[config.mk]
export PLATFORM = sky130hd
export DESIGN_NAME = lru_order_list_core
export DESIGN_NICKNAME = d
export VERILOG_FILES = /design/src/lru_pkg.sv /design/src/lru_cell.sv /design/src/lru_order_list_core.sv
export SDC_FILE = /design/constraint.sdc
export NUM_CORES = 1
export LEC_CHECK = 0
export BUFFER_PORTS_ARGS = -buffer_cell sky130_fd_sc_hd__buf_4
export CELL_PAD_IN_SITES_DETAIL_PLACEMENT = 1
export CELL_PAD_IN_SITES_GLOBAL_PLACEMENT = 2
export CORE_UTILIZATION = 51
export DETAILED_ROUTE_END_ITERATION = 6
export HOLD_SLACK_MARGIN = 0.06
export PLACE_DENSITY_LB_ADDON = 0.1
export SLEW_MARGIN = 30
export SYNTH_ARGS = -nofsm -noshare
export SYNTH_HDL_FRONTEND = slang
export SYNTH_HIERARCHICAL = 1
export SYNTH_SLANG_ARGS = --single-unit
[constraint.sdc]
create_clock -name clk_i -period 6.6 [get_ports clk_i]
set_clock_uncertainty 0.2 [all_clocks]
set_input_delay 0.99 -clock clk_i [delete_from_list [all_inputs] [get_ports clk_i]]
set_output_delay 0.99 -clock clk_i [all_outputs]
set_load 0.01 [all_outputs]
[src/lru_pkg.sv]
// Package for the LRU order list: sizes, payload structs, state encoding and
// the per-cell control struct. Used by lru_cell and lru_order_list_core.
package lru_pkg;

  localparam int unsigned Depth = 16;
  localparam int unsigned IdxW  = $clog2(Depth);
  localparam int unsigned CntW  = $clog2(Depth + 1);
  localparam int unsigned KeyW  = 32;
  localparam int unsigned CapW  = 5;

  localparam logic KIND_ACCESS = 1'b0;
  localparam logic KIND_DUMP   = 1'b1;

  typedef struct packed {
    logic                   kind;
    logic signed [KeyW-1:0] key;
  } in_item_t;

  typedef struct packed {
    logic                   result_kind;
    logic                   hit;
    logic                   evicted;
    logic signed [KeyW-1:0] out_key;
    logic                   entry_valid;
    logic                   last;
  } out_item_t;

  typedef struct packed {
    logic shift;
    logic load;
  } cell_ctrl_t;

  typedef enum logic {
    ST_IDLE,
    ST_DUMP
  } state_e;

endpackage

[src/lru_cell.sv]
// One position of the LRU list: holds a key, compares it against the probe
// key and takes either its younger neighbour's key or the new key. Uses lru_pkg.
module lru_cell import lru_pkg::*; (
  input  logic                   clk_i,
  input  cell_ctrl_t             ctrl_i,
  input  logic signed [KeyW-1:0] neighbour_key_i,
  input  logic signed [KeyW-1:0] new_key_i,
  input  logic signed [KeyW-1:0] probe_key_i,
  output logic signed [KeyW-1:0] key_o,
  output logic                   match_o
);

  logic signed [KeyW-1:0] key_q;

  always_ff @(posedge clk_i) begin
    if (ctrl_i.load) begin
      key_q <= new_key_i;
    end else if (ctrl_i.shift) begin
      key_q <= neighbour_key_i;
    end
  end

  assign key_o   = key_q;
  assign match_o = (key_q == probe_key_i);

endmodule

[src/lru_order_list_core.sv]
// Top level of the LRU order list: a row of key cells with a shared probe,
// occupancy and capacity registers, dump sequencer and output register.
// Depends on lru_pkg and lru_cell.
module lru_order_list_core import lru_pkg::*; (
  // An access is accepted on an input transfer and its report is ready in the
  // next cycle, so back-to-back accesses run at one per cycle while the output
  // is taken. A dump transfer is accepted, and then the list is read out most
  // recent first, one entry per cycle while the output is taken, through the
  // single read port of the cell row; no input is taken meanwhile. Keys are
  // held in a chain of cells that all compare the probe key in parallel and
  // shift towards the oldest end on a hit or an eviction. Capacity must be
  // written only while idle; the block itself does not enforce it. Zero acts
  // as one and values above the depth act as the depth.
  input  logic      clk_i,
  input  logic      rst_ni,
  input  logic      in_valid_i,
  output logic      in_ready_o,
  input  in_item_t  in_data_i,
  output logic      out_valid_o,
  input  logic      out_ready_i,
  output out_item_t out_data_o,
  input  logic      cfg_valid_i,
  output logic      cfg_ready_o,
  input  logic [CapW-1:0] cfg_data_i
);

  state_e                 state_q, state_d;
  logic [CntW-1:0]        occ_q, occ_d;
  logic [CapW-1:0]        cap_q;
  logic [IdxW-1:0]        rd_idx_q, rd_idx_d;
  logic                   out_valid_q, out_valid_d;
  out_item_t              out_q, out_d;

  logic signed [KeyW-1:0] cell_key [Depth];
  logic [Depth-1:0]       match;
  logic [Depth-1:0]       hit_vec;
  cell_ctrl_t             ctrl [Depth];

  logic                   slot_free;
  logic                   in_fire;
  logic                   acc_fire;
  logic                   dump_fire;
  logic                   hit;
  logic                   evict;
  logic [IdxW-1:0]        hit_idx;
  logic [CntW-1:0]        eff_cap;
  logic [CntW-1:0]        load_pos;
  logic [CntW-1:0]        top_pos;

  assign slot_free  = !out_valid_q || out_ready_i;
  assign in_ready_o = (state_q == ST_IDLE) && slot_free;
  assign in_fire    = in_valid_i && in_ready_o;
  assign acc_fire   = in_fire && (in_data_i.kind == KIND_ACCESS);
  assign dump_fire  = in_fire && (in_data_i.kind == KIND_DUMP);
  assign cfg_ready_o = 1'b1;

  always_comb begin
    if (cap_q == '0) begin
      eff_cap = CntW'(1);
    end else if (CntW'(cap_q) > CntW'(Depth)) begin
      eff_cap = CntW'(Depth);
    end else begin
      eff_cap = CntW'(cap_q);
    end
  end

  always_comb begin
    hit_idx = '0;
    for (int j = 0; j < Depth; j++) begin
      hit_vec[j] = match[j] && (CntW'(j) < occ_q);
      if (hit_vec[j]) begin
        hit_idx = hit_idx | IdxW'(j);
      end
    end
  end

  assign hit      = |hit_vec;
  assign evict    = !hit && (occ_q >= eff_cap);
  assign top_pos  = occ_q - CntW'(1);
  assign load_pos = (hit || evict) ? top_pos : occ_q;

  always_comb begin
    for (int j = 0; j < Depth; j++) begin
      ctrl[j].load  = acc_fire && (CntW'(j) == load_pos);
      ctrl[j].shift = acc_fire && (CntW'(j) < top_pos)
                      && ((hit && (IdxW'(j) >= hit_idx)) || evict);
    end
  end

  for (genvar g = 0; g < Depth; g++) begin : g_cell
    logic signed [KeyW-1:0] neighbour;
    if (g == Depth - 1) begin : g_end
      assign neighbour = in_data_i.key;
    end else begin : g_mid
      assign neighbour = cell_key[g+1];
    end
    lru_cell u_cell (
      .clk_i          (clk_i),
      .ctrl_i         (ctrl[g]),
      .neighbour_key_i(neighbour),
      .new_key_i      (in_data_i.key),
      .probe_key_i    (in_data_i.key),
      .key_o          (cell_key[g]),
      .match_o        (match[g])
    );
  end

  always_comb begin
    state_d = state_q;
    unique case (state_q)
      ST_IDLE: begin
        if (dump_fire && (occ_q != '0)) begin
          state_d = ST_DUMP;
        end
      end
      ST_DUMP: begin
        if (slot_free && (rd_idx_q == '0)) begin
          state_d = ST_IDLE;
        end
      end
      default: state_d = ST_IDLE;
    endcase
  end

  always_comb begin
    out_valid_d = out_valid_q && !out_ready_i;
    out_d       = out_q;
    rd_idx_d    = rd_idx_q;
    occ_d       = occ_q;
    unique case (state_q)
      ST_IDLE: begin
        if (acc_fire) begin
          out_valid_d       = 1'b1;
          out_d             = '0;
          out_d.result_kind = KIND_ACCESS;
          out_d.hit         = hit;
          out_d.evicted     = evict;
          out_d.out_key     = evict ? cell_key[0] : '0;
          out_d.last        = 1'b1;
          if (!hit && !evict) begin
            occ_d = occ_q + CntW'(1);
          end
        end else if (dump_fire) begin
          rd_idx_d = top_pos[IdxW-1:0];
          if (occ_q == '0) begin
            out_valid_d       = 1'b1;
            out_d             = '0;
            out_d.result_kind = KIND_DUMP;
            out_d.last        = 1'b1;
          end
        end
      end
      ST_DUMP: begin
        if (slot_free) begin
          out_valid_d       = 1'b1;
          out_d             = '0;
          out_d.result_kind = KIND_DUMP;
          out_d.out_key     = cell_key[rd_idx_q];
          out_d.entry_valid = 1'b1;
          out_d.last        = (rd_idx_q == '0);
          rd_idx_d          = rd_idx_q - IdxW'(1);
        end
      end
      default: begin
        out_valid_d = 1'b0;
      end
    endcase
  end

  always_ff @(posedge clk_i or negedge rst_ni) begin
    if (!rst_ni) begin
      state_q     <= ST_IDLE;
      occ_q       <= '0;
      cap_q       <= CapW'(Depth);
      out_valid_q <= 1'b0;
      rd_idx_q    <= '0;
    end else begin
      state_q     <= state_d;
      occ_q       <= occ_d;
      out_valid_q <= out_valid_d;
      rd_idx_q    <= rd_idx_d;
      if (cfg_valid_i && cfg_ready_o) begin
        cap_q <= cfg_data_i;
      end
    end
  end

  always_ff @(posedge clk_i) begin
    out_q <= out_d;
  end

  assign out_valid_o = out_valid_q;
  assign out_data_o  = out_q;

  a_occ_bound: assert property (@(posedge clk_i) disable iff (!rst_ni)
    occ_q <= CntW'(Depth))
    else $error("occupancy above depth");

  a_unique_keys: assert property (@(posedge clk_i) disable iff (!rst_ni)
    in_valid_i && (in_data_i.kind == KIND_ACCESS) |-> $onehot0(hit_vec))
    else $error("key held in more than one cell");

  a_dump_blocks: assert property (@(posedge clk_i) disable iff (!rst_ni)
    state_q == ST_DUMP |-> !in_ready_o)
    else $error("input taken during dump");

  a_access_report: assert property (@(posedge clk_i) disable iff (!rst_ni)
    acc_fire |=> out_valid_q && out_q.last && (out_q.result_kind == KIND_ACCESS))
    else $error("access transfer gave no report");

endmodule

==> reports/metrics.cfg <==
[power]
p_switching_uw = 3960
internal_power_uw = 8020
p_leak_uw = 0.0131
clock_power_share_pct = 29.9
p_comb_share_pct = 31.0
ir_drop_mv = 0.242
power.density_nw_per_um2 = 308
sw_frac_of_total_pct = 33.0
sequentialPowerShare_pct = 39.1

[grt]
grt_first_pass_wirelength_um = 155000
antenna_found_initial = 6
grt_max_degree = 67
grt_overflow_total = 0
grt_pass1_vias = 22800
track_usage_pct = 30.1

[cells_and_area]
area_growth_pct = 11.7
layout_common_cells = 549 x edfxtp_1, 516 x mux2_2, 515 x xor2_1
final_cells = 3406
fill_cells = 6264
layout_commonest_cell = edfxtp_1
nets = 2533
layout-drive-gt1-share_pct = 38.5

[route]
routedWlPerCell_um = 30.6
totalWireLength_um = 104000
drtPass1Iterations = 5
vias = 21900
drt_iter0_drc = 1894
drc = 0
viasPerCell = 6.42
ant_nets = 0

[setup_path]
crit_path_cell_trace = buf_4 -> xor2_1 -> nor4_1 -> nand4_1 -> nor2_1 -> buf_4 -> a31oi_1 -> o221ai_1 -> a2111oi_4 -> nand4_1 -> nand3_1 -> a221oi_1 -> buf_4 -> or2_2 -> buf_12
worstPathRequired_ns = 6.69
slowest_stage = a221oi_1
rr_worst_depth = 10
worstSetupPathType = in2reg
critPathBufInv = 4
crit_path_max_incr_delay_ns = 0.77
worstPathMaxFanout = 33
worstPathArrival_ns = 5.77
critPathMostFrequentCell = buf_4
crit_family = simple AND/OR/NAND/NOR gates
crit_path_end_kind = flip-flop
crit_path_start_kind = input pin
cp.depth = 15

[logic_synthesis]
syn_area_per_cell_um2 = 14.6
syn-num-nets = 2430
yosysUniqueCellTypes = 64
ys_top_cells_by_area = edfxtp_1 47%, mux2_2 17%, xor2_1 13%
synth-async-reset-ratio_pct = 2.83
ys_seq_area_share_pct = 48.5
yosys.area.top_type = edfxtp_1
synthCells = 2377
synth_edf_count = 549
synthFlopType = edfxtp_1
ys_ff_latch = 565
yosysWarningCount = 6
yosysTopAreaCellShare_pct = 47.4
syn-cell-area_um2 = 34800

[timing]
fin_setup_tns_ns = 0
finalHoldViolations = 0
period_needed_ns = 5.68
rsz0062_at_grt = false
fmax_mhz = 176
tightest_slew_ns = 1.07
maxSlewHeadroom_pct = 27.9
setup_viol = 0
final_max_slew_viol_count = 0
period_share_pct = 86.1
setup_ws_ns = 0.920

[floorplanning]
start_util_pct = 51.7
dieArea_um2 = 69300
coreArea_um2 = 67300
io_pins = 83
dieHeight_um = 263
rows = 95
die_w_um = 263

[placement]
gp_congestion = 0.936
dp_hpwl_um = 76000
dp_cells = 3282
preCtsSetupSlack_ns = 0.387
portBuffers = 81

[clocking]
clkTransAtPathRegs_ns = 0.05
cts_root_buffer = clkbuf_16
postCtsHoldBufs = 1
cts.sinks = 565
cts_tree = built
insertion_delay_ns = 0.61
ctsResizeCount = 0
htreeDepth = 3
clockBufferDepth = 3
cts_buffers = 67
cts_setup_buffers = 0

[run_status]
outcome = completed

[min_path]
hold_path_depth = 1
hp-class = reg2reg

[job]
max-cap-violations = 0

==> logic make-up (layout without fill, tap and decap cells) <==
group                      Yosys count  in the layout  share of synthesized area, %
AOI/OAI and AO/OA                  138            138                          2.93
buffers and inverters              143            296                          2.74
adders and majority gates           10             10                         0.360
xor gates and xnor gates           518            518                          13.0
other                                1              4                        0.0108
muxes                              681            681                          27.2
DFF                                565            565                          48.5
and+or+nand+nor                    321            321                          5.17
==> worst paths after layout <==
path,to,slack [ns],startpoint
worst min register to register,cap_q[0],0.31,cap_q[0]
worst min-delay path,cap_q[0],0.31,cap_q[0]
max in group asynchronous,cap_q[4],5.32,rst_ni
worst max-delay path,g_cell[12].u_cell/key_o[19],0.92,in_data_i[24]
worst max register to register,g_cell[13].u_cell/key_o[3],1.20,occ_q[0]
min in group asynchronous,occ_q[3],0.63,rst_ni
==> flip-flops by register name, indices dropped and copies added (netlist names) <==
name / flops
g_cell.u_cell/key_o: 512
out_data_o: 37
cap_q: 5
occ_q: 5
rd_idx_q: 4
out_valid_o: 1
state_q: 1
==> synth_stat cells (all sizes together), types with 3 or more instances <==
cell     number
or3           4
a221oi        4
o221ai        3
a311oi        4
or2          19
nor2         45
buf          83
a21oi        16
nand2        43
inv          14
clkbuf       45
ha           10
o211ai        6
xnor2         3
dfrtp        15
nor4        132
nand2b        3
o22ai         9
nor3         19
nand3        11
a31oi         7
nor2b         3
a22o         33
a211oi        6
edfxtp      549
nand4        36
o21ai        26
mux2i         5
xor2        515
mux2        516
a2111oi       3
mux4        160
a21boi        5
==> per-stage QoR <==
step	area (µm²)	hold WS [ns]	utilization, %	total power, µW
after CTS	38800	0.317	57.7	12000
after global placement	36700	0.300	54.6	8310
final	38900	0.314	57.8	12000
after detailed placement	36700	0.304	54.6	8390
after global routing	38900	0.332	57.7	12300
after floorplan	34800	0.223	-	6830
==> final cells by class <==
cell class                 instances  area [µm²]  area share (%)
antenna                            3        7.51          0.0193
clock buffer                      81        1770            4.56
clock inverter                    38         294           0.757
inverter                          15        56.3           0.145
multi-input combinational       1669       17200            44.2
sequential                       565       16900            43.5
tap                              873        1090            2.81
timing repair buffer             162        1570            4.04
==> per-layer routing <==
layer  up-vias  wire (µm)  track usage (%)
met5         -         13                0
met4         2       1810             6.04
met3        93       6220             4.05
met2       729      48600             47.1
met1     11500      47600             45.0
li1       9516          -                -
==> worst register-to-register path, stage by stage, from the launching register on <==
cell and delay [ns]:
dfrtp_1 0.94, inv_1 0.43, ha_1 0.59, nor3b_1 0.29
xnor2_1 0.53, nand2_1 0.22, nor3_1 0.48, nand2_1 0.26
o221ai_4 0.57, buf_12 0.27, mux2_2 0.38
==> power groups by stage <==
stage / logic [µW] / registers, µW / clock network, µW
4_1_cts: 3650 / 4680 / 3650
3_5_place_dp: 3640 / 4760 / 0
2_1_floorplan: 2320 / 4510 / 0
3_3_place_gp: 3530 / 4790 / 0
6_report: 3710 / 4680 / 3580
5_1_grt: 3860 / 4710 / 3770
Power figures use the tool's default switching activity.
